<file path="config.mk">
export PLATFORM = sky130hd
export DESIGN_NAME = scar_ctrl
export DESIGN_NICKNAME = d
export VERILOG_FILES = /design/src/hdl/scar_pkg.sv /design/src/hdl/scar_ctrl.sv
export SDC_FILE = /design/constraint.sdc
export NUM_CORES = 1
export LEC_CHECK = 0
export BUFFER_PORTS_ARGS = -buffer_cell sky130_fd_sc_hd__buf_2
export CAP_MARGIN = 15
export CORE_AREA = 8 8 62 64
export CTS_CLUSTER_SIZE = 20
export DETAILED_ROUTE_END_ITERATION = 6
export DIE_AREA = 0 0 70 72
export RECOVER_POWER = 50
export SYNTH_ARGS = -nofsm -noshare
export SYNTH_HDL_FRONTEND = slang
export SYNTH_SLANG_ARGS = --single-unit
</file>
<file path="constraint.sdc">
create_clock -name i_clk -period 4 [get_ports i_clk]
set_clock_uncertainty 0.15 [all_clocks]
set_input_delay 1.2 -clock i_clk [delete_from_list [all_inputs] [get_ports i_clk]]
set_output_delay 1.2 -clock i_clk [all_outputs]
set_load 0.01 [all_outputs]
</file>
<file path="src/hdl/scar_pkg.sv">
// Shared types, constants and helper functions for the stereo reverb core
package scar_pkg;

    localparam int BASE_RATE = 44100;
    localparam int SPREAD    = 23;
    localparam int SW        = 24;
    localparam int CFG_IW    = 3;
    localparam int CFG_DW    = 18;
    localparam int CIDX_W    = 4;
    localparam int AIDX_W    = 3;

    localparam int COMB_TUNE [8] = '{1, 72, 161, 240, 306, 375, 441, 501};
    localparam int AP_TUNE   [4] = '{556, 441, 341, 225};

    // register indexes on the configuration channel
    typedef enum logic [CFG_IW-1:0] {
        REG_INPUT_GAIN = 3'd0,
        REG_DAMPING    = 3'd1,
        REG_FEEDBACK   = 3'd2,
        REG_DRY_GAIN   = 3'd3,
        REG_WET_SAME   = 3'd4,
        REG_WET_CROSS  = 3'd5,
        REG_FREEZE     = 3'd6
    } t_reg_idx;

    typedef enum logic [4:0] {
        ST_CLEAR, ST_IDLE, ST_GAIN, ST_XCALC,
        ST_C_RD, ST_C_MUL1, ST_C_MUL2, ST_C_LP, ST_C_MUL3, ST_C_WR,
        ST_A_INIT, ST_A_RD, ST_A_WR,
        ST_M_MUL, ST_M_ACC, ST_M_RND, ST_OUT
    } t_state;

    typedef enum logic [4:0] {
        OP_CLEAR, OP_IDLE, OP_GAIN, OP_XCALC,
        OP_C_RD, OP_C_MUL1, OP_C_MUL2, OP_C_LP, OP_C_MUL3, OP_C_WR,
        OP_A_INIT, OP_A_RD, OP_A_WR,
        OP_M_MUL, OP_M_ACC, OP_M_RND, OP_OUT
    } t_op;

    // output mix terms
    typedef enum logic [1:0] {
        TERM_SAME, TERM_CROSS, TERM_DRY
    } t_term;

    typedef struct packed {
        logic [16:0] input_gain;
        logic [16:0] damping;
        logic [16:0] feedback;
        logic [17:0] dry_gain;
        logic [17:0] wet_same;
        logic [17:0] wet_cross;
        logic        freeze;
    } t_cfg;

    typedef struct packed {
        t_op               op;
        logic              ch;
        logic [CIDX_W-1:0] cidx;
        logic [AIDX_W-1:0] aidx;
        t_term             term;
        logic              last;
    } t_cmd;

    typedef struct packed {
        logic clr_done;
        logic in_accept;
        logic out_free;
    } t_status;

    // delay length in samples at a given rate, never below one
    function automatic int delay_len(int rate, int tune, int ch);
        int n;
        n = (rate * (tune + ((ch != 0) ? SPREAD : 0))) / BASE_RATE;
        return (n == 0) ? 1 : n;
    endfunction

    function automatic int comb_depth(int rate);
        return (rate * 4378) / BASE_RATE + 16;
    endfunction

    function automatic int ap_depth(int rate);
        return (rate * 3218) / BASE_RATE + 8;
    endfunction

    // round to nearest at bit 16, ties upward
    function automatic logic signed [47:0] rnd16(input logic signed [47:0] v);
        logic signed [47:0] t;
        t = v + 48'sd32768;
        return t >>> 16;
    endfunction

    // clamp to the 24-bit sample range
    function automatic logic signed [23:0] sat24(input logic signed [47:0] v);
        logic signed [23:0] r;
        if (v > 48'sd8388607) begin
            r = 24'sh7FFFFF;
        end else if (v < -48'sd8388608) begin
            r = 24'sh800000;
        end else begin
            r = v[23:0];
        end
        return r;
    endfunction

endpackage

</file>
<file path="src/hdl/scar_ctrl.sv">
// Sequencer that walks the comb, allpass and mix steps of one item
module scar_ctrl import scar_pkg::*; #(
    parameter int NUM_COMBS     = 8,
    parameter int NUM_ALLPASSES = 4
) (
    input  logic    i_clk,
    input  logic    i_rst_n,
    input  t_status i_status,
    output t_cmd    o_cmd
);

    localparam int NC2 = 2 * NUM_COMBS;
    localparam int NA2 = 2 * NUM_ALLPASSES;
    localparam int CIW = $clog2(NC2);
    localparam int AIW = $clog2(NA2);

    t_state         r_state, n_state;
    logic           r_ch, n_ch;
    logic [CIW-1:0] r_cidx, n_cidx;
    logic [AIW-1:0] r_aidx, n_aidx;
    t_term          r_term, n_term;
    logic           w_comb_last, w_ap_last;

    // last filter of the current channel
    assign w_comb_last = r_cidx == (r_ch ? CIW'(NC2 - 1) : CIW'(NUM_COMBS - 1));
    assign w_ap_last   = r_aidx == (r_ch ? AIW'(NA2 - 1) : AIW'(NUM_ALLPASSES - 1));

    always_ff @(posedge i_clk) begin
        if (!i_rst_n) begin
            r_state <= ST_CLEAR;
            r_ch    <= 1'b0;
            r_cidx  <= '0;
            r_aidx  <= '0;
            r_term  <= TERM_SAME;
        end else begin
            r_state <= n_state;
            r_ch    <= n_ch;
            r_cidx  <= n_cidx;
            r_aidx  <= n_aidx;
            r_term  <= n_term;
        end
    end

    // next state
    always_comb begin
        n_state = r_state;
        case (r_state)
            ST_CLEAR:  if (i_status.clr_done) n_state = ST_IDLE;
            ST_IDLE:   if (i_status.in_accept) n_state = ST_GAIN;
            ST_GAIN:   n_state = ST_XCALC;
            ST_XCALC:  n_state = ST_C_RD;
            ST_C_RD:   n_state = ST_C_MUL1;
            ST_C_MUL1: n_state = ST_C_MUL2;
            ST_C_MUL2: n_state = ST_C_LP;
            ST_C_LP:   n_state = ST_C_MUL3;
            ST_C_MUL3: n_state = ST_C_WR;
            ST_C_WR:   n_state = w_comb_last ? ST_A_INIT : ST_C_RD;
            ST_A_INIT: n_state = ST_A_RD;
            ST_A_RD:   n_state = ST_A_WR;
            ST_A_WR: begin
                if (w_ap_last) n_state = r_ch ? ST_M_MUL : ST_C_RD;
                else           n_state = ST_A_RD;
            end
            ST_M_MUL:  n_state = ST_M_ACC;
            ST_M_ACC:  n_state = (r_term == TERM_DRY) ? ST_M_RND : ST_M_MUL;
            ST_M_RND:  n_state = r_ch ? ST_OUT : ST_M_MUL;
            ST_OUT:    if (i_status.out_free) n_state = ST_IDLE;
            default:   n_state = ST_CLEAR;
        endcase
    end

    // stage counters
    always_comb begin
        n_ch   = r_ch;
        n_cidx = r_cidx;
        n_aidx = r_aidx;
        n_term = r_term;
        case (r_state)
            ST_XCALC: begin
                n_ch   = 1'b0;
                n_cidx = '0;
                n_aidx = '0;
            end
            ST_C_WR: n_cidx = CIW'(r_cidx + 1'b1);
            ST_A_WR: begin
                n_aidx = AIW'(r_aidx + 1'b1);
                if (w_ap_last) begin
                    n_ch   = ~r_ch;
                    n_term = TERM_SAME;
                end
            end
            ST_M_ACC: begin
                case (r_term)
                    TERM_SAME:  n_term = TERM_CROSS;
                    TERM_CROSS: n_term = TERM_DRY;
                    default:    n_term = TERM_SAME;
                endcase
            end
            ST_M_RND: begin
                n_ch   = ~r_ch;
                n_term = TERM_SAME;
            end
            default: ;
        endcase
    end

    // command outputs
    always_comb begin
        o_cmd.ch   = r_ch;
        o_cmd.cidx = CIDX_W'(r_cidx);
        o_cmd.aidx = AIDX_W'(r_aidx);
        o_cmd.term = r_term;
        o_cmd.last = (r_state == ST_A_WR) && w_ap_last;
        case (r_state)
            ST_CLEAR:  o_cmd.op = OP_CLEAR;
            ST_IDLE:   o_cmd.op = OP_IDLE;
            ST_GAIN:   o_cmd.op = OP_GAIN;
            ST_XCALC:  o_cmd.op = OP_XCALC;
            ST_C_RD:   o_cmd.op = OP_C_RD;
            ST_C_MUL1: o_cmd.op = OP_C_MUL1;
            ST_C_MUL2: o_cmd.op = OP_C_MUL2;
            ST_C_LP:   o_cmd.op = OP_C_LP;
            ST_C_MUL3: o_cmd.op = OP_C_MUL3;
            ST_C_WR:   o_cmd.op = OP_C_WR;
            ST_A_INIT: o_cmd.op = OP_A_INIT;
            ST_A_RD:   o_cmd.op = OP_A_RD;
            ST_A_WR:   o_cmd.op = OP_A_WR;
            ST_M_MUL:  o_cmd.op = OP_M_MUL;
            ST_M_ACC:  o_cmd.op = OP_M_ACC;
            ST_M_RND:  o_cmd.op = OP_M_RND;
            ST_OUT:    o_cmd.op = OP_OUT;
            default:   o_cmd.op = OP_CLEAR;
        endcase
    end

endmodule

</file>
# --- Word level (Yosys, flattened, before mapping) ---
# Memory sizes are Yosys's and may differ from the RTL's. A register that Yosys moved wholly into a read port is not among the register bits.
# Index checks and enable logic that the tools add are counted.
word_totals:
  out_inout_bits: 16
  romBits: 160
  mem_count: 1
  ff_bits: 15
memory_table:
  columns: ["memory", "words", "width", "read_ports", "rd_ports_with_merged_regs", "write_ports", "line", "text"]
  rows:
  - ["(no name shown)", 32, 5, 1, 1, 0, "scar_ctrl.sv:114", "case (r_state)"]
op_classes:
  add_sub_neg: 2
  n_eq_ne: 24
  mux: 20
  reduce_logical: 10
  n_bitwise: 1
op_table:
  columns: ["operator", "n"]
  rows:
  - ["$pmux W5 S17", 1]
  - ["$eq A5 B4 Y1 const B", 8]
  - ["$mux W5", 6]
  - ["$eq A5 B3 Y1 const B", 4]
  - ["$mux W4", 4]
  - ["$eq A5 B2 Y1 const B", 2]
  - ["$ne A2 B2 Y1 const B", 4]
  - ["$pmux W4 S2", 1]
  - ["$pmux W2 S3", 1]
  - ["$pmux W3 S2", 1]
  - ["$reduce_bool A3 Y1", 2]
  - ["$eq A5 B1 Y1 const B", 1]
  - ["$eq A5 B5 Y1 const B", 1]
  - ["$logic_not A5 Y1", 1]
  - ["$add A4 B1 Y4 const B", 1]
  - ["$eq A4 B4 Y1", 1]
  - ["$mux W2", 2]
  - ["$pmux W2 S2", 1]
  - ["$reduce_and A2 Y1", 2]
  - ["$reduce_bool A2 Y1", 2]
  - ["$add A3 B1 Y3 const B", 1]
  - ["$eq A3 B3 Y1", 1]
  - ["$mux W3", 1]
  - ["$pmux W1 S3", 1]
  - ["7 further kinds", 7]

# --- Depth between registers and ports, before layout ---
# Gate-level depths: netlist (run 1).
logic_depth:
  word_depth: 6
  depth_mapped: 6
  ltp_nobuf: 5

# --- Worst setup path before layout (run 1) ---
# OpenSTA, ideal clock, no wires.
synth_timing:
  kind: "reg-to-output"
  start: "register r_state[2]"
  end: "output o_cmd[0] (netlist name)"
  path_buffers: 2
  setup_slack_ps: 1609
  stages_incl_launch_ff: 5
  arrival_time_ps: 1041
  path_cell_list: "dfxtp_1 > buf_2 > buf_2 > nand3_1 > nor2_1"
synth_rtl:
  columns: ["element", "line", "text"]
  rows:
  - ["from (decl)", "scar_ctrl.sv:17", "t_state r_state, n_state;"]
  - ["from (signal assigned)", "scar_ctrl.sv:36", "r_state <= n_state;"]
  - ["to (decl)", "scar_ctrl.sv:9", "output t_cmd o_cmd"]

==> results of run 1 <==
logic make-up after synthesis:
group	after synthesis	synth area share (%)
buffers and inverters	15	6.97
AND/OR/NAND/NOR	57	25.7
flip-flops	20	32.8
XOR/XNOR	4	2.87
multiplexers	2	1.64
adder cells (fa/ha/maj)	2	2.05
AO/OA/AOI/OAI	46	27.9
metal layers:
layer  GRT usage (%)  part of all wire, %  routed length (um)
met1            13.0                   44                1320
met2            20.7                   50                1510
met3            2.46                  4.1                 124
met4            5.58                  2.2                  65
met5               0                    0                   0
placed cells by master (no fill, tap or decap), types with 2 or more instances in the layout:
master and n:
buf_2 16, nor2b_1 6, clkbuf_1 4, nand3_1 4, a31oi_1 2, mux2i_1 2
nand3b_1 3, a22oi_1 2, a311oi_1 3, and3_1 2, dfxtp_1 20, o21ai_0 8
o211a_1 2, and2b_1 2, a211oi_1 2, ha_1 2, xnor2_1 2, xor2_1 2
a21oi_1 9, nor2_1 15, clkbuf_4 3, o31a_1 7, nand2b_1 6, nand2_1 13
flip-flops by register name, summed over array words and instances, names as in the netlist:
register / count
o_cmd: 5
r_cidx: 4
r_term: 2
r_state: 5
r_ch: 1
r_aidx: 3
layout make-up:
| cell class | instances | area, um^2 |
|---|---|---|
| tap | 33 | 41.3 |
| clock buffer | 4 | 36.3 |
| fill | 310 | 1590 |
| sequential | 20 | 400 |
| multi-input combinational | 111 | 726 |
| timing repair buffer | 20 | 95.1 |
| inverter | 3 | 13.8 |
final timing paths:
check | slack [ns] | endpoint
hold reg to reg | 0.34 | r_aidx[1]
hold / removal | 0.34 | r_aidx[1]
setup reg to reg | 1.83 | r_state[1]
setup / recovery | 0.96 | o_cmd[0]
power by group through the flow:
| stage | sequential, W | combinational [W] | clock [W] |
|---|---|---|---|
| final | 0.000220 | 0.0000495 | 0.000122 |
| after global routing | 0.000221 | 0.0000551 | 0.000133 |
| after CTS | 0.000219 | 0.0000509 | 0.000127 |
| after detailed placement | 0.000224 | 0.0000508 | 0 |
| after global placement | 0.000224 | 0.0000507 | 0 |
| after floorplan | 0.000213 | 0.0000511 | 0 |
stage by stage:
step / std cells / instance area (um^2)
floorplan: 146 / 1220
global placement: 187 / 1290
detailed placement: 187 / 1290
CTS: 191 / 1330
global route: 191 / 1310
finish: 191 / 1310
tightest hold or removal path, cell delays in order (launching register included):
cell and delay, ns:
dfxtp_1 0.34, nand2_1 0.05, o21ai_0 0.06
==> qor.yml, run 1 <==
crit_path_top_delay_cell: "dfxtp_1"
switching_power_w: 0.000109
cts_num_sinks: 20
synth-seq-cells: 20
p_int_w: 0.000283
critPathLaunch: "r_state[3]"
min_from: "r_aidx[1]"
min_period_over_period_pct: 76.0
grt_pass1_wl_mm: 4.97
post-place-ws_ns: 1.29
required_ns: 2.65
fin_ws_ns: 0.961
yosysMostFrequentCell: "dfxtp_1"
yosysTopAreaCell: "dfxtp_1"
drtPass1Iterations: 4
cts-root-buf: "clkbuf_4"
synthCells: 146
drc_errors: 0
cts_buffers: 3
cts_setup_buffers: 0
area_growth_pct: 7.59
clkTransAtPathRegs_ns: 0.13
synth-edff-count: 0
setup_tns_ns: 0
syn-cell-area_um2: 1220
std_cell_rows: 20
powerDensity_nw_per_um2: 298
sw_frac_of_total_pct: 27.8
antenna_cells: 0
max_freq_mhz: 329
hold_ws_ns: 0.336
final_antenna_net_count: 0
htree_num_levels: 1
die_w_um: 70
synth.area.top_cells: "dfxtp_1 33%, o31a_1 5.0%, nor2_1 4.6%"
finalSetupViolCount: 0
syn_avg_cell_area_um2: 8.36
fp.coreArea_um2: 2900
grt_max_degree: 22
fin_total_pwr_w: 0.000391
worst_pin_slew_ns: 0.699
min_period_ns: 3.04
clkLatencyLatePin_ns: 0.31
gp_congestion: 0.835
slew_viol_final: 0
synth_ff_type: "dfxtp_1"
outcome: "finished clean"
yosysSeqAreaShare_pct: 32.8
cts_tree: "done"
hold_violations: 0
yosysWarnings: 0
hp-class: "reg -> reg"
power_frac_comb_pct: 12.7
drtIter0Drc: 51
cp_max_fo: 14
worst-path-stages: 4
synth_nets: 153
crit_path_max_incr_delay_ns: 0.65
leakage_nw: 0.535
critPathBufInv: 1
postCtsHoldBufs: 0
synthTopCellsByCount: "20 x dfxtp_1, 15 x nor2_1, 13 x nand2_1"
wirelength_mm: 3.01
crit_type: "reg -> out"
gr-total-overflow: 0
reg2reg_depth: 4
maxCapViolCount: 0
yosys.cell_types.count: 47
hold_depth: 2
synthArstFlopShare_pct: 0
synth_top_cell_area_share_pct: 32.8
drive_above_1_share_pct: 14.6
vias_per_cell: 5.95
clockPowerShare_pct: 31.2
arrival_ns: 1.69
irDropWorstVdd_mv: 0.160
initial_utilization_pct: 42.0
slew_headroom_pct: 53.3
layout.nets: 166
clockBufferDepth: 2
io_buffers: 20
startpoint_type: "register"
io_pins: 21
die-height_um: 72
crit_chain: "and2b_1, nand3_1, nor2_1, buf_2"
utilization_pct: 45.2
dpl.hpwl_mm: 2.27
antenna_found_initial: 0
r2r_start: "r_state[2]"
crit_path_end_kind: "primary output"
cts_resized: 0
vias: 1136
grt.total_usage_pct: 11.7
die_area_um2: 5040
routedWlPerCell_um: 15.8
grt_setup_unrepaired: "no"
grt_pass1_vias: 1069
p_seq_share_pct: 56.1
cpLargestDelayFamily: "flip-flops"
No activity file was read; power rests on OpenSTA's default activity.
==> run 2: changes to the inputs <==
==> constraint.sdc (replaced) <==
create_clock -name i_clk -period 3.05 [get_ports i_clk]
set_clock_uncertainty 0.15 [all_clocks]
set_input_delay 0.915 -clock i_clk [delete_from_list [all_inputs] [get_ports i_clk]]
set_output_delay 0.915 -clock i_clk [all_outputs]
set_load 0.01 [all_outputs]
==> qor.yml, run 2 (synthesis gave the netlist of run 1 again) <==
outcome: "finished clean"
slew_headroom_pct: 63.5  # +10 points
wirelength_mm: 2.91  # -3.5%
post-place-ws_ns: 0.699  # -0.594 ns
antenna_found_initial: 0  # unchanged
cts_buffers: 3  # unchanged
io_pins: 21  # unchanged
powerDensity_nw_per_um2: 381  # +28%
die_w_um: 70  # unchanged
p_int_w: 0.000373  # +32%
antenna_cells: 0  # unchanged
irDropWorstVdd_mv: 0.258  # +62%
cts_num_sinks: 20  # unchanged
grt_pass1_wl_mm: 4.86  # -2.2%
p_seq_share_pct: 54.4  # -1.7 points
slew_viol_final: 0  # unchanged
leakage_nw: 0.534  # -0.15%
hold_violations: 0  # unchanged
postCtsHoldBufs: 0  # unchanged
switching_power_w: 0.000137  # +26%
sw_frac_of_total_pct: 26.9  # -0.91 points
vias_per_cell: 5.74  # -3.5%
clkLatencyLatePin_ns: 0.30  # about the same
drtPass1Iterations: 4  # unchanged
fin_ws_ns: 0.347  # -0.614 ns
final_common_cell: "dfxtp_1"
grt.total_usage_pct: 11.5  # -0.16 points
crit_type: "reg -> out"
cts-root-buf: "clkbuf_4"
fp.coreArea_um2: 2900  # unchanged
hp-class: "reg -> reg"
area_growth_pct: 9.74
cts_setup_buffers: 0  # unchanged
grt_pass1_vias: 1083  # +1.3%
die_area_um2: 5040  # unchanged
die-height_um: 72  # unchanged
layout_common_cells: "20 x dfxtp_1, 15 x nor2_1, 13 x nand2_1, 12 x buf_2, 9 x a21oi_1"
power_frac_comb_pct: 15.4  # +2.7 points
arrival_ns: 1.64  # -0.05 ns
finalSetupViolCount: 0  # unchanged
clockPowerShare_pct: 30.2  # -1.0 points
std_cell_rows: 20  # unchanged
gp_congestion: 0.811  # -3.0%
drive_above_1_share_pct: 14.9  # +0.35 points
clockBufferDepth: 2  # unchanged
final_antenna_net_count: 0  # unchanged
grt_setup_unrepaired: "no"
setup_tns_ns: 0  # unchanged
worst_pin_slew_ns: 0.547  # -0.152 ns
min_period_over_period_pct: 88.6
startpoint_type: "register"
vias: 1114  # -1.9%
routedWlPerCell_um: 15.0  # -5.0%
cts_tree: "done"
initial_utilization_pct: 42.0  # unchanged
clkTransAtPathRegs_ns: 0.11  # -0.02 ns
crit_path_end_kind: "primary output"
min_period_ns: 2.70
layout.nets: 169  # +1.8%
cp_max_fo: 14  # unchanged
gr-total-overflow: 0  # unchanged
maxCapViolCount: 0  # unchanged
required_ns: 1.98  # -0.67 ns
drtIter0Drc: 32  # -37%
htree_num_levels: 1  # unchanged
cts_resized: 0  # unchanged
drc_errors: 0  # unchanged
dpl.hpwl_mm: 2.24  # -1.5%
io_buffers: 20  # unchanged
max_freq_mhz: 370
grt_max_degree: 21  # -4.5%
[run 2: area by class of cell]
type                       count  area, um^2
fill                         307        1560
multi-input combinational    111         734
clock buffer                   4        36.3
tap                           33        41.3
inverter                       3        13.8
sequential                    20         400
timing repair buffer          23         113
[run 2: per-stage QoR]
stage / utilization [%] / power (W) / cells / cell area (um^2) / hold WS (ns)
after floorplan: - / 0.000347 / 146 / 1220 / 0.338
after global placement: 45.2 / 0.000363 / 190 / 1310 / 0.313
after detailed placement: 45.2 / 0.000362 / 190 / 1310 / 0.327
after CTS: 46.5 / 0.000520 / 194 / 1350 / 0.346
after global routing: 46.1 / 0.000538 / 194 / 1340 / 0.374
final: 46.1 / 0.000510 / 194 / 1340 / 0.342
[run 2: critical path: stages (launching register included)]
cell and delay [ns]:
dfxtp_1 0.65, and2b_1 0.23, nand3_1 0.10, nor2_1 0.19, buf_2 0.16
[run 2: layer usage]
layer | track usage (%) | up-vias | wire length (um)
met4 | 4.91 | 0 | 42
li1 | - | 565 | -
met2 | 20.0 | 16 | 1420
met5 | 0 | - | 0
met3 | 2.59 | 5 | 115
met1 | 13.2 | 528 | 1330
[run 2: path summary, 6_finish.rpt]
kind                                 start         to  slack, ns  depth (start not counted)
worst max-delay path            r_state[3]   o_cmd[0]       0.35                          4
worst min-delay path             r_aidx[1]  r_aidx[1]       0.34                          2
worst max register to register  r_state[0]  r_cidx[3]       1.02                          4
worst min register to register   r_aidx[1]  r_aidx[1]       0.34                          2
[run 2: power groups by stage]
stage                     combinational [W]  clock [W]  sequential (W)
after CTS                         0.0000792   0.000163        0.000278
after global routing              0.0000860   0.000173        0.000279
final                             0.0000783   0.000154        0.000278
after global placement            0.0000795          0        0.000283
after floorplan                   0.0000670          0        0.000280
after detailed placement          0.0000787          0        0.000284
