`config.mk`:
```
export PLATFORM = sky130hd
export DESIGN_NAME = scar_regs_flat
export DESIGN_NICKNAME = d
export VERILOG_FILES = /design/src/hdl/scar_pkg.sv /design/src/hdl/scar_if.sv /design/src/hdl/scar_regs.sv /design/src/flat_wrapper.sv
export SDC_FILE = /design/constraint.sdc
export NUM_CORES = 1
export LEC_CHECK = 0
export BUFFER_PORTS_ARGS = -buffer_cell sky130_fd_sc_hd__buf_4
export CORE_MARGIN = 2
export CORE_UTILIZATION = 50
export CTS_BUF_LIST = sky130_fd_sc_hd__clkbuf_8 sky130_fd_sc_hd__clkbuf_16
export CTS_CLUSTER_SIZE = 8
export DETAILED_ROUTE_END_ITERATION = 12
export GPL_TIMING_DRIVEN = 0
export PLACE_DENSITY = 0.76
export SYNTH_ARGS = -nofsm -noshare
export SYNTH_HDL_FRONTEND = slang
export SYNTH_SLANG_ARGS = --single-unit
```
`constraint.sdc`:
```
create_clock -name i_clk -period 1.4 [get_ports i_clk]
set_input_delay 0 -clock i_clk [delete_from_list [all_inputs] [get_ports i_clk]]
set_output_delay 0 -clock i_clk [all_outputs]
set_load 0.05 [all_outputs]
```
`src/hdl/scar_pkg.sv`:
```
// Shared types, constants and helper functions for the stereo reverb core
package scar_pkg;

    localparam int BASE_RATE = 44100;
    localparam int SPREAD    = 23;
    localparam int SW        = 24;
    localparam int CFG_IW    = 3;
    localparam int CFG_DW    = 18;
    localparam int CIDX_W    = 4;
    localparam int AIDX_W    = 3;

    localparam int COMB_TUNE [8] = '{1, 72, 161, 240, 306, 375, 441, 501};
    localparam int AP_TUNE   [4] = '{556, 441, 341, 225};

    // register indexes on the configuration channel
    typedef enum logic [CFG_IW-1:0] {
        REG_INPUT_GAIN = 3'd0,
        REG_DAMPING    = 3'd1,
        REG_FEEDBACK   = 3'd2,
        REG_DRY_GAIN   = 3'd3,
        REG_WET_SAME   = 3'd4,
        REG_WET_CROSS  = 3'd5,
        REG_FREEZE     = 3'd6
    } t_reg_idx;

    typedef enum logic [4:0] {
        ST_CLEAR, ST_IDLE, ST_GAIN, ST_XCALC,
        ST_C_RD, ST_C_MUL1, ST_C_MUL2, ST_C_LP, ST_C_MUL3, ST_C_WR,
        ST_A_INIT, ST_A_RD, ST_A_WR,
        ST_M_MUL, ST_M_ACC, ST_M_RND, ST_OUT
    } t_state;

    typedef enum logic [4:0] {
        OP_CLEAR, OP_IDLE, OP_GAIN, OP_XCALC,
        OP_C_RD, OP_C_MUL1, OP_C_MUL2, OP_C_LP, OP_C_MUL3, OP_C_WR,
        OP_A_INIT, OP_A_RD, OP_A_WR,
        OP_M_MUL, OP_M_ACC, OP_M_RND, OP_OUT
    } t_op;

    // output mix terms
    typedef enum logic [1:0] {
        TERM_SAME, TERM_CROSS, TERM_DRY
    } t_term;

    typedef struct packed {
        logic [16:0] input_gain;
        logic [16:0] damping;
        logic [16:0] feedback;
        logic [17:0] dry_gain;
        logic [17:0] wet_same;
        logic [17:0] wet_cross;
        logic        freeze;
    } t_cfg;

    typedef struct packed {
        t_op               op;
        logic              ch;
        logic [CIDX_W-1:0] cidx;
        logic [AIDX_W-1:0] aidx;
        t_term             term;
        logic              last;
    } t_cmd;

    typedef struct packed {
        logic clr_done;
        logic in_accept;
        logic out_free;
    } t_status;

    // delay length in samples at a given rate, never below one
    function automatic int delay_len(int rate, int tune, int ch);
        int n;
        n = (rate * (tune + ((ch != 0) ? SPREAD : 0))) / BASE_RATE;
        return (n == 0) ? 1 : n;
    endfunction

    function automatic int comb_depth(int rate);
        return (rate * 4378) / BASE_RATE + 16;
    endfunction

    function automatic int ap_depth(int rate);
        return (rate * 3218) / BASE_RATE + 8;
    endfunction

    // round to nearest at bit 16, ties upward
    function automatic logic signed [47:0] rnd16(input logic signed [47:0] v);
        logic signed [47:0] t;
        t = v + 48'sd32768;
        return t >>> 16;
    endfunction

    // clamp to the 24-bit sample range
    function automatic logic signed [23:0] sat24(input logic signed [47:0] v);
        logic signed [23:0] r;
        if (v > 48'sd8388607) begin
            r = 24'sh7FFFFF;
        end else if (v < -48'sd8388608) begin
            r = 24'sh800000;
        end else begin
            r = v[23:0];
        end
        return r;
    endfunction

endpackage

```
`src/hdl/scar_if.sv`:
```


interface scar_cfg_if;
    logic        valid;
    logic        ready;
    logic [2:0]  index;
    logic [17:0] data;
    modport source (output valid, index, data, input ready);
    modport sink   (input valid, index, data, output ready);
endinterface

```
`src/hdl/scar_regs.sv`:
```
// Configuration register file of the reverb core
module scar_regs import scar_pkg::*; (
    input  logic  i_clk,
    input  logic  i_rst_n,
    scar_cfg_if.sink i_cfg,
    output t_cfg  o_cfg
);

    t_cfg r_cfg;

    assign i_cfg.ready = 1'b1;
    assign o_cfg       = r_cfg;

    // register writes, masked to each width
    always_ff @(posedge i_clk) begin
        if (!i_rst_n) begin
            r_cfg.input_gain <= 17'd983;
            r_cfg.damping    <= 17'd13107;
            r_cfg.feedback   <= 17'd55050;
            r_cfg.dry_gain   <= 18'd52429;
            r_cfg.wet_same   <= 18'd64881;
            r_cfg.wet_cross  <= 18'd0;
            r_cfg.freeze     <= 1'b0;
        end else if (i_cfg.valid) begin
            case (i_cfg.index)
                REG_INPUT_GAIN: r_cfg.input_gain <= i_cfg.data[16:0];
                REG_DAMPING:    r_cfg.damping    <= i_cfg.data[16:0];
                REG_FEEDBACK:   r_cfg.feedback   <= i_cfg.data[16:0];
                REG_DRY_GAIN:   r_cfg.dry_gain   <= i_cfg.data;
                REG_WET_SAME:   r_cfg.wet_same   <= i_cfg.data;
                REG_WET_CROSS:  r_cfg.wet_cross  <= i_cfg.data;
                REG_FREEZE:     r_cfg.freeze     <= i_cfg.data[0];
                default: ;
            endcase
        end
    end

endmodule

```
`src/flat_wrapper.sv`:
```
// flat-port wrapper written by rule: the top's interface ports become plain ports
module scar_regs_flat import scar_pkg::*;
  (i_clk, i_rst_n, o_cfg, i_cfg_valid, i_cfg_index, i_cfg_data, i_cfg_ready);
  scar_cfg_if i_cfg_i ();
  input  logic i_clk;
  input  logic i_rst_n;
  output t_cfg o_cfg;
  input wire logic [$bits(i_cfg_i.valid)-1:0] i_cfg_valid;
  input wire logic [$bits(i_cfg_i.index)-1:0] i_cfg_index;
  input wire logic [$bits(i_cfg_i.data)-1:0] i_cfg_data;
  output wire logic [$bits(i_cfg_i.ready)-1:0] i_cfg_ready;
  assign i_cfg_i.valid = i_cfg_valid;
  assign i_cfg_i.index = i_cfg_index;
  assign i_cfg_i.data = i_cfg_data;
  assign i_cfg_ready = i_cfg_i.ready;
  scar_regs u_core (.i_clk(i_clk), .i_rst_n(i_rst_n), .i_cfg(i_cfg_i), .o_cfg(o_cfg));
endmodule
```
* Word level (Yosys, flattened, before mapping) *
Index checks and enable logic that the tools add are counted.

word-level totals
  logic and storage cells = 21
  flip-flop bits (word level) = 106
  output and inout bits = 107

operators by class
  equality and inequality tests = 6
  reduce and logical (&&, ||, !) cells = 8

operator list
  kind                count
  $reduce_and 2->1    7
  $eq 3x3->1 const B  3
  $eq 3x2->1 const B  2
  $eq 3x1->1 const B  1
  $logic_not 3->1     1

* Depth between registers and ports, before layout *
Gate-level depths: netlist of run 1.

  word-level depth = 2
  gate-level depth with buffers = 5

* Worst setup path before layout of run 1 *
No wires, ideal clock.

  path type = input-to-reg
  start = input port i_cfg_index[1]
  end = register u_core.r_cfg, in the netlist u_core.o_cfg[104]
  arrival = 984 ps
  setup slack = 345 ps
  setup time = 72 ps
  required time = 1328 ps
  cell stages on the path = 4
  path through = buf_2 > nor4b_4 > buf_6 > mux2i_1

between the ends
  cells in the longest elaborated chain, start to end = 2

RTL lines
  element                     RTL line           text
  from (decl)                 flat_wrapper.sv:9  input wire logic [$bits(i_cfg_i.index)-1:0] i_cfg_index;
  $logic_not 3->1             scar_regs.sv:25    case (i_cfg.index)
  $reduce_and 2->1 (no line)  -
  to (decl)                   scar_regs.sv:9     t_cfg r_cfg;

No other way between the ends.
A chain may end at the register's enable or synchronous reset.

* Final worst setup path of run 1 *
  start = register u_core.r_cfg, in the netlist u_core.o_cfg[60]
  end = output port o_cfg[60] (netlist name)

RTL lines
  element    RTL line           text
  to (decl)  flat_wrapper.sv:7  output t_cfg o_cfg;

No word-level cell between the ends.

==> impl_metrics.yaml, run 1 <==
floorplan:
  start_util_pct: 51.02
  dieArea_um2: 9001
  core-area_um2: 8093
  die-height_um: 94.88
  die_x_um: 94.88
  rows: 33
  ioPinCount: 131
sta:
  final.min_clock_period_ps: 961.2
  finalHoldViolations: 0
  max_freq_mhz: 1040
  maxSlewViolCount: 0
  finClkSkew_ps: 0
  slew-limit-headroom_pct: 62.09
  setup_tns_ps: 0
  setup_ws_ps: 438.8
  fin_crit_sh_pct: 68.66
  setup_viol: 0
  rsz0062_at_grt: "false"
  worst_pin_slew_ps: 561.0
run_status:
  status: "completed"
clock_network:
  cts_tree: "done"
  root_buffer: "clkbuf_8"
  clock_path_buffers: 2
  cts.sinks: 106
  clock_latency_ps: 360
  htreeDepth: 3
  cts_setup_buffers: 0
  numCtsBuffers: 9
  ctsResizeCount: 0
  clk_pin_slew_ps: 100
yosys:
  ys_ff_latch: 106
  synth_top_area_share_pct: 51.39
  syn_area_um2: 4129
  ys_seq_area_share_pct: 51.39
  netlist-cell-type-count: 15
  yosys-top-cells-area: "dfxtp_1, mux2i_1, nor2b_1, nand2_1, buf_2"
  synth_area_leader_cell: "dfxtp_1"
  syn_nets: 418
  ys.warnings.count: 0
  synthCells: 394
  syn_area_per_cell_um2: 10.48
setup_path:
  critical_path_class: "flop to primary output"
  ff2ff_path_depth: 2
  cp.required_ps: 1400
  max_stage_delay_ps: 380
  cp_top_family: "flip-flops"
  crit_start: "u_core.o_cfg[60]"
  crit_slowest_cell: "dfxtp_1"
  critPathArrivalTime_ps: 960
  crit_path_end: "o_cfg[60]"
  worstPathCellList: "buf_4"
  crit_fanout: 2
  reg2reg_to: "u_core.o_cfg[76]"
  critPathLaunchType: "flop"
  critical_path_depth: 1
  ff2ff_setup_slack_ps: 720
  end_kind: "primary output"
  path_buf_inv: 1
  rr_startpoint: "u_core.o_cfg[76]"
global_route:
  gr-total-overflow: 0
  grt_usage_pct: 24.41
  grt_start_max_net_pins: 18
  grt_pass1_vias: 3288
  grt_pass1_wl_um: 16820
  antenna_found_initial: 0
flow_run:
  maxCapViolCount: 0
route:
  num_vias: 3298
  drc_errors: 0
  drtPass1Iterations: 4
  viasPerCell: 5.027
  ant_nets: 0
  drt_iter0_drc: 81
  finalWirelength_um: 10720
  wl_per_cell_um: 16.34
placed_design:
  placed_cell_area_um2: 5199
  port_buffers: 125
  place_congestion: 0.7904
  dpl.hpwl_um: 7897
  place_ws_ps: 123.5
final_layout:
  seqCellArea_um2: 2122
  multiInputGateArea_um2: 1854
  antennaDiodeCount: 0
  area_delta_synth_final_pct: 34.88
  nFillCells: 670
  final_cell_area_um2: 5569
  drive_gt1_share_pct: 28.49
  nNetsFinal: 571
  largest_register_ff_count: 106
min_path:
  worstHoldPathType: "input pin to flop"
power:
  powerDensity_nw_per_um2: 1043
  irDropWorstVdd_mv: 0.7492
  power_leakage_nw: 2.741
==> synth_stat cells <==
| cell | number |
|---|---|
| mux2i_1 | 106 |
| conb_1 | 1 |
| or4b_1 | 1 |
| buf_4 | 4 |
| nor4bb_1 | 2 |
| buf_6 | 1 |
| clkbuf_1 | 14 |
| nor4b_4 | 1 |
| nand4bb_1 | 3 |
| buf_1 | 1 |
| nand2_1 | 80 |
| buf_2 | 11 |
| nand4b_1 | 3 |
| dfxtp_1 | 106 |
| nor2b_1 | 60 |
==> layout make-up <==
type / instances / area share (%)
sequential: 106 / 38.10
buffer: 31 / 2.741
timing repair buffer: 142 / 19.91
multi-input combinational: 257 / 33.30
clock buffer: 10 / 2.471
clock inverter: 5 / 1.123
tap: 105 / 2.359
==> per-layer routing <==
metal	vias to the layer above	GRT usage, %	wire length, um
met5	-	0	0
met4	0	4.710	72
met3	9	7.263	739
met2	100	41.67	5178
met1	1588	30.78	4725
li1	1601	-	-
==> cells in the final DEF (no fill, tap or decap), types with 3 or more instances in the layout <==
cell,n
clkbuf_1,14
buf_2,11
dfxtp_1,106
clkbuf_8,10
nor2b_1,60
nand4b_1,3
nand2_1,80
mux2i_1,106
buf_4,129
dlygate4sd3_1,17
nand4bb_1,3
==> how the worst min path moves through the flow <==
stage | to | depth (start not counted) | from | slack (ps)
floorplan | u_core.o_cfg[45] | 2 | i_cfg_data[8] | 160
CTS | u_core.o_cfg[0] | 3 | i_cfg_valid | 5
finish | u_core.o_cfg[0] | 3 | i_cfg_valid | 20
global placement | u_core.o_cfg[85] | 3 | i_cfg_data[13] | 280
global route | u_core.o_cfg[0] | 3 | i_cfg_valid | 40
detailed placement | u_core.o_cfg[32] | 3 | i_cfg_data[13] | 290
==> power by group <==
| part | switching [mW] | total, mW | internal, mW |
|---|---|---|---|
| clock | 1.04 | 1.92 | 0.876 |
| sequential | 0.0401 | 3.12 | 3.08 |
| combinational | 0.493 | 0.769 | 0.276 |
| total | 1.57 | 5.81 | 4.23 |
==> through the flow <==
stage	cells	total power, mW	utilization [%]	hold WS, ps
2_1_floorplan	394	3.672	-	161.0
3_3_place_gp	624	3.906	64.24	280.1
3_5_place_dp	624	3.920	64.24	289.8
4_1_cts	656	5.837	68.82	5.284
5_1_grt	656	6.014	68.82	39.30
6_report	656	5.808	68.82	17.11
==> cell families after synthesis <==
| group | share of synthesized area [%] |
|---|---|
| other cells | 0.09082 |
| simple gates | 19.12 |
| flops | 51.39 |
| buf+inv | 3.697 |
| mux | 25.70 |
==> timing repair <==
item	in CTS	in global routing
hold buffers	17	0
hold endpoints to repair	83	0
setup endpoints to repair	0	0
(Power assumes the default switching activity.)
==> inputs of run 2 (changes only) <==
- CORE_UTILIZATION: 50 -> 46
- PLACE_DENSITY: 0.76 -> 0.73
- clock period: 1.4 -> 0.8 ns (I/O delays scaled with it)
==> run 2 against run 1 <==
  * The run now ends with negative hold slack, negative setup slack left
  * Die area increased by 8.3%
  * Clock skew unchanged
  * Critical path depth unchanged
  * Routed wire length increased by 12%
  * Final cell count increased by 2.9%
  * Clock power increased by 61%
  * First-iteration DRC count decreased by 20%
  * Register-to-register slack got worse by 700 ps
  * Largest cell class unchanged
  * Non-clock buffer count increased by 16
  * Clock-buffer cell count decreased by 1
  * Sequential share of layout area decreased by 4.4 points
==> impl_metrics.yaml, run 2 (synthesis gave the netlist of run 1 again) <==
floorplan:
  start_util_pct: 47.35
  die-height_um: 98.74
  core-area_um2: 8721
  dieArea_um2: 9750
  ioPinCount: 131
  rows: 34
  die_x_um: 98.74
power:
  power_leakage_nw: 3.153
  power_mw: 10.21
  powerDensity_nw_per_um2: 1526
  irDropWorstVdd_mv: 1.240
clock_network:
  numCtsBuffers: 9
  htreeDepth: 3
  hold_buffers: 18
  cts.sinks: 106
  clock_path_buffers: 2
  root_buffer: "clkbuf_8"
  clock_latency_ps: 360
  cts_tree: "done"
  clk_pin_slew_ps: 110
final_layout:
  mostFrequentLayoutCells: "mux2i_1, dfxtp_2, buf_8, nand2_1, nor2b_1"
  nNetsFinal: 587
  antennaDiodeCount: 0
  nFillCells: 583
  postLayoutCoreUtil_pct: 76.70
  drive_gt1_share_pct: 52.20
  final_common_cell: "mux2i_1"
  largest_register_ff_count: 106
  area_delta_synth_final_pct: 62.00
global_route:
  grt_pass1_wl_um: 18780
  gr-total-overflow: 0
  grt_start_max_net_pins: 19
  grt_usage_pct: 24.51
  antenna_found_initial: 0
  grt_pass1_vias: 3599
route:
  drt_iter0_drc: 65
  drtPass1Iterations: 4
  ant_nets: 0
  wl_per_cell_um: 17.73
  num_vias: 3373
  drc_errors: 0
  viasPerCell: 4.997
  finalWirelength_um: 11970
run_status:
  status: "finished, violations left"
  violations: "negative hold slack, negative setup slack"
sta:
  max_freq_mhz: 1123
  maxSlewViolCount: 0
  final.min_clock_period_ps: 890.6
  finClkSkew_ps: 0
  finalHoldViolations: 2
  fin_crit_sh_pct: 111.3
  worst_pin_slew_ps: 560.2
  timing.hold.ws_ps: -28.81
  setup_ws_ps: -90.55
  setup_viol: 106
  slew-limit-headroom_pct: 62.15
  rsz0062_at_grt: "true"
min_path:
  worstHoldPathType: "input pin to flop"
setup_path:
  end_kind: "primary output"
  critPathLaunchType: "flop"
  crit_slowest_cell: "dfxtp_2"
  crit_fanout: 2
  worstPathCellList: "buf_8"
  critPathArrivalTime_ps: 890
  cp.required_ps: 800
  critical_path_class: "flop to primary output"
  max_stage_delay_ps: 370
  path_buf_inv: 1
  cp_top_family: "flip-flops"
placed_design:
  port_buffers: 125
  place_ws_ps: -364.9
  dpl.hpwl_um: 8141
  place_congestion: 0.8660
flow_run:
  maxCapViolCount: 0
run 2: cell count changes in the layout (fill, tap and decap cells not counted), sizes merged:
cell	change
buf	+15
clkinv	+2
clkinvlp	-2
inv	+2
bufinv	-1
clkbuf	-1
dlygate4sd3	+1
run 2: worst paths after layout:
check                   startpoint          endpoint  slack (ps)  depth (start not counted)
setup reg to reg  u_core.o_cfg[84]  u_core.o_cfg[84]          20                          3
hold reg to reg    u_core.o_cfg[8]   u_core.o_cfg[8]         480                          2
setup / recovery  u_core.o_cfg[91]         o_cfg[91]         -90                          1
hold / removal      i_cfg_index[2]  u_core.o_cfg[72]         -30                          3
run 2: per-layer routing:
layer  wire [um]  share of wire, %  up-vias  track usage, %
li1            -                 -     1633               -
met1        5073                42     1642           30.76
met2        6167                52       79           42.36
met3         454               3.8       19           4.397
met4         274               2.3        0           8.535
met5           0                 0        -               0
run 2: layout make-up:
type                    instances  area [um^2]  area share [%]
multi-input cells             257         1897           28.36
repair buffers                158         1971           29.46
well taps                     108        135.1           2.020
clock inverters                 6        51.30          0.7669
flip-flops and latches        106         2257           33.74
plain buffers                  31        254.0           3.797
clock buffers                   9        123.9           1.852
run 2: worst register-to-register path, delay by kind of cell, from the launching register on:
kind	cells	cell delay, ps
buf+inv	1	130
flops	1	350
mux	1	80
simple gates	1	120
run 2: stage by stage:
| stage | TNS (ps) | hold WS (ps) | area [um^2] | instances |
|---|---|---|---|---|
| after floorplan | -3742 | 153.5 | 4340 | 394 |
| after global placement | -21980 | 284.1 | 5414 | 627 |
| after detailed placement | -24970 | 296.5 | 5414 | 627 |
| after CTS | -8507 | -53.35 | 6457 | 664 |
| after global routing | -10150 | -13.17 | 6689 | 675 |
| final | -7310 | -28.81 | 6689 | 675 |
run 2: repair_timing:
| action | in CTS | in global routing |
|---|---|---|
| buffers inserted | 4 | 11 |
| pin swaps | 0 | 1 |
| hold endpoints to repair | 79 | 1 |
| endpoints found under the setup margin | 106 | 181 |
| resized for setup | 184 | 51 |
run 2: power breakdown:
group	leakage, nW	internal, mW	switching (mW)
combinational	2.19	0.700	0.902
sequential	0.869	5.41	0.107
clock	0.0920	1.17	1.92
total	3.15	7.28	2.93
==> inputs of run 3 (changes only) <==
- CORE_UTILIZATION: 46 -> 35
- PLACE_DENSITY: 0.73 -> 0.58
==> run 3 against run 2 <==
  * The flow still finishes with violations (negative hold slack, negative setup slack)
  * Non-clock buffer count fell by 1
  * Clock power increased by 54%
  * Setup slack better by 36 ps
  * Routed wire length barely moved
  * Power is 16% higher
  * Final cell count is 5.2% higher
  * Sequential cell count unchanged
  * First-iteration DRC count grew 100%
  * Critical path depth stayed put
  * Sequential share of layout area is 0.78 points lower
  * Clock-buffer cell count grew 1
  * Critical path type unchanged
==> impl_metrics.yaml, run 3 (synthesis gave the netlist of run 1 again) <==
final_layout:
  area_delta_synth_final_pct: 66.21
  seqCellArea_um2: 2262
  postLayoutCoreUtil_pct: 59.85
  multiInputGateArea_um2: 1887
  final_common_cell: "mux2i_1"
  mostFrequentLayoutCells: "mux2i_1, dfxtp_2, buf_8, nand2_1, nor2b_1"
  nFillCells: 972
  finalNonFillerCells: 710
  nNetsFinal: 586
  antennaDiodeCount: 0
  drive_gt1_share_pct: 52.56
  final_cell_area_um2: 6863
  largest_register_ff_count: 106
sta:
  final.min_clock_period_ps: 855.0
  finClkSkew_ps: 0
  max_freq_mhz: 1170
  fin_crit_sh_pct: 106.9
  rsz0062_at_grt: "true"
  timing.hold.ws_ps: -28.27
  maxSlewViolCount: 0
  setup_tns_ps: -3491
  setup_ws_ps: -55.01
  setup_viol: 106
  finalHoldViolations: 12
  worst_pin_slew_ps: 597.1
  slew-limit-headroom_pct: 59.65
clock_network:
  clk_pin_slew_ps: 70
  cts_tree: "done"
  numCtsBuffers: 9
  clock_latency_ps: 340
  cts.sinks: 106
  htreeDepth: 3
  root_buffer: "clkbuf_16"
  clock_path_buffers: 2
route:
  viasPerCell: 4.683
  drc_errors: 0
  num_vias: 3325
  ant_nets: 0
  finalWirelength_um: 11980
  drt_iter0_drc: 131
  wl_per_cell_um: 16.87
  drtPass1Iterations: 4
setup_path:
  worstPathCellList: "buf_8"
  cp.required_ps: 800
  max_stage_delay_ps: 360
  critPathLaunchType: "flop"
  cp_top_family: "flip-flops"
  end_kind: "primary output"
  path_buf_inv: 1
  crit_slowest_cell: "dfxtp_2"
  critical_path_class: "flop to primary output"
  critPathArrivalTime_ps: 860
  crit_fanout: 2
global_route:
  grt_start_max_net_pins: 17
  grt_pass1_vias: 3410
  grt_usage_pct: 19.07
  antenna_found_initial: 0
  grt_pass1_wl_um: 18750
  gr-total-overflow: 0
floorplan:
  rows: 39
  dieArea_um2: 12680
  die_x_um: 112.6
  ioPinCount: 131
  start_util_pct: 36.01
  core-area_um2: 11470
  die-height_um: 112.6
placed_design:
  placed_cell_area_um2: 5458
  place_ws_ps: -391.9
  place_congestion: 0.7529
  port_buffers: 125
  dp_cells: 662
  dpl.hpwl_um: 8721
run_status:
  status: "finished, violations left"
  violations: "negative hold slack, negative setup slack"
power:
  power_mw: 11.86
  power_leakage_nw: 3.227
  powerDensity_nw_per_um2: 1728
  irDropWorstVdd_mv: 1.249
flow_run:
  maxCapViolCount: 0
min_path:
  worstHoldPathType: "input pin to flop"
==> run 3: cell count changes in the layout (fill, tap and decap cells not counted), sizes merged <==
cell         delta
dlygate4sd3     -4
buf             +2
bufinv          +2
clkbuf          +2
inv             -2
clkinv          -1
clkinvlp        +1
==> run 3: layout make-up <==
type | count | area share [%]
Timing Repair Buffer | 157 | 28.51
Multi-Input combinational cell | 257 | 27.49
Tap cell | 143 | 2.607
Clock buffer | 10 | 3.482
Sequential cell | 106 | 32.96
Clock inverter | 6 | 1.185
Buffer | 31 | 3.756
==> run 3: timing repair <==
item / 4_1_cts / 5_1_grt
pin swaps: 1 / 0
endpoints found under the setup margin: 123 / 176
setup buffers: 9 / 9
hold buffers: 13 / 1
gates cloned: 0 / 0
hold endpoints to repair: 53 / 4
gates resized for setup: 193 / 44
==> run 3: per-layer routing <==
metal / GRT usage, % / wire length, um / vias to the layer above
li1: - / - / 1626
met1: 25.04 / 5350 / 1605
met2: 32.22 / 6012 / 82
met3: 2.700 / 444 / 12
met4: 6.504 / 169 / 0
met5: 0 / 0 / -
==> run 3: worst paths after layout <==
path | slack [ps] | startpoint | to | cells past startpoint
max | -60 | u_core.o_cfg[2] | o_cfg[2] | 1
min | -30 | i_cfg_data[14] | u_core.o_cfg[69] | 3
max reg2reg | 50 | u_core.o_cfg[33] | u_core.o_cfg[33] | 3
min reg2reg | 470 | u_core.o_cfg[68] | u_core.o_cfg[68] | 2
==> run 3: power by group <==
part | leakage, nW | switching, mW | internal [mW]
Combinational | 2.20 | 0.893 | 0.691
Sequential | 0.870 | 0.106 | 5.41
Clock | 0.160 | 1.95 | 2.81
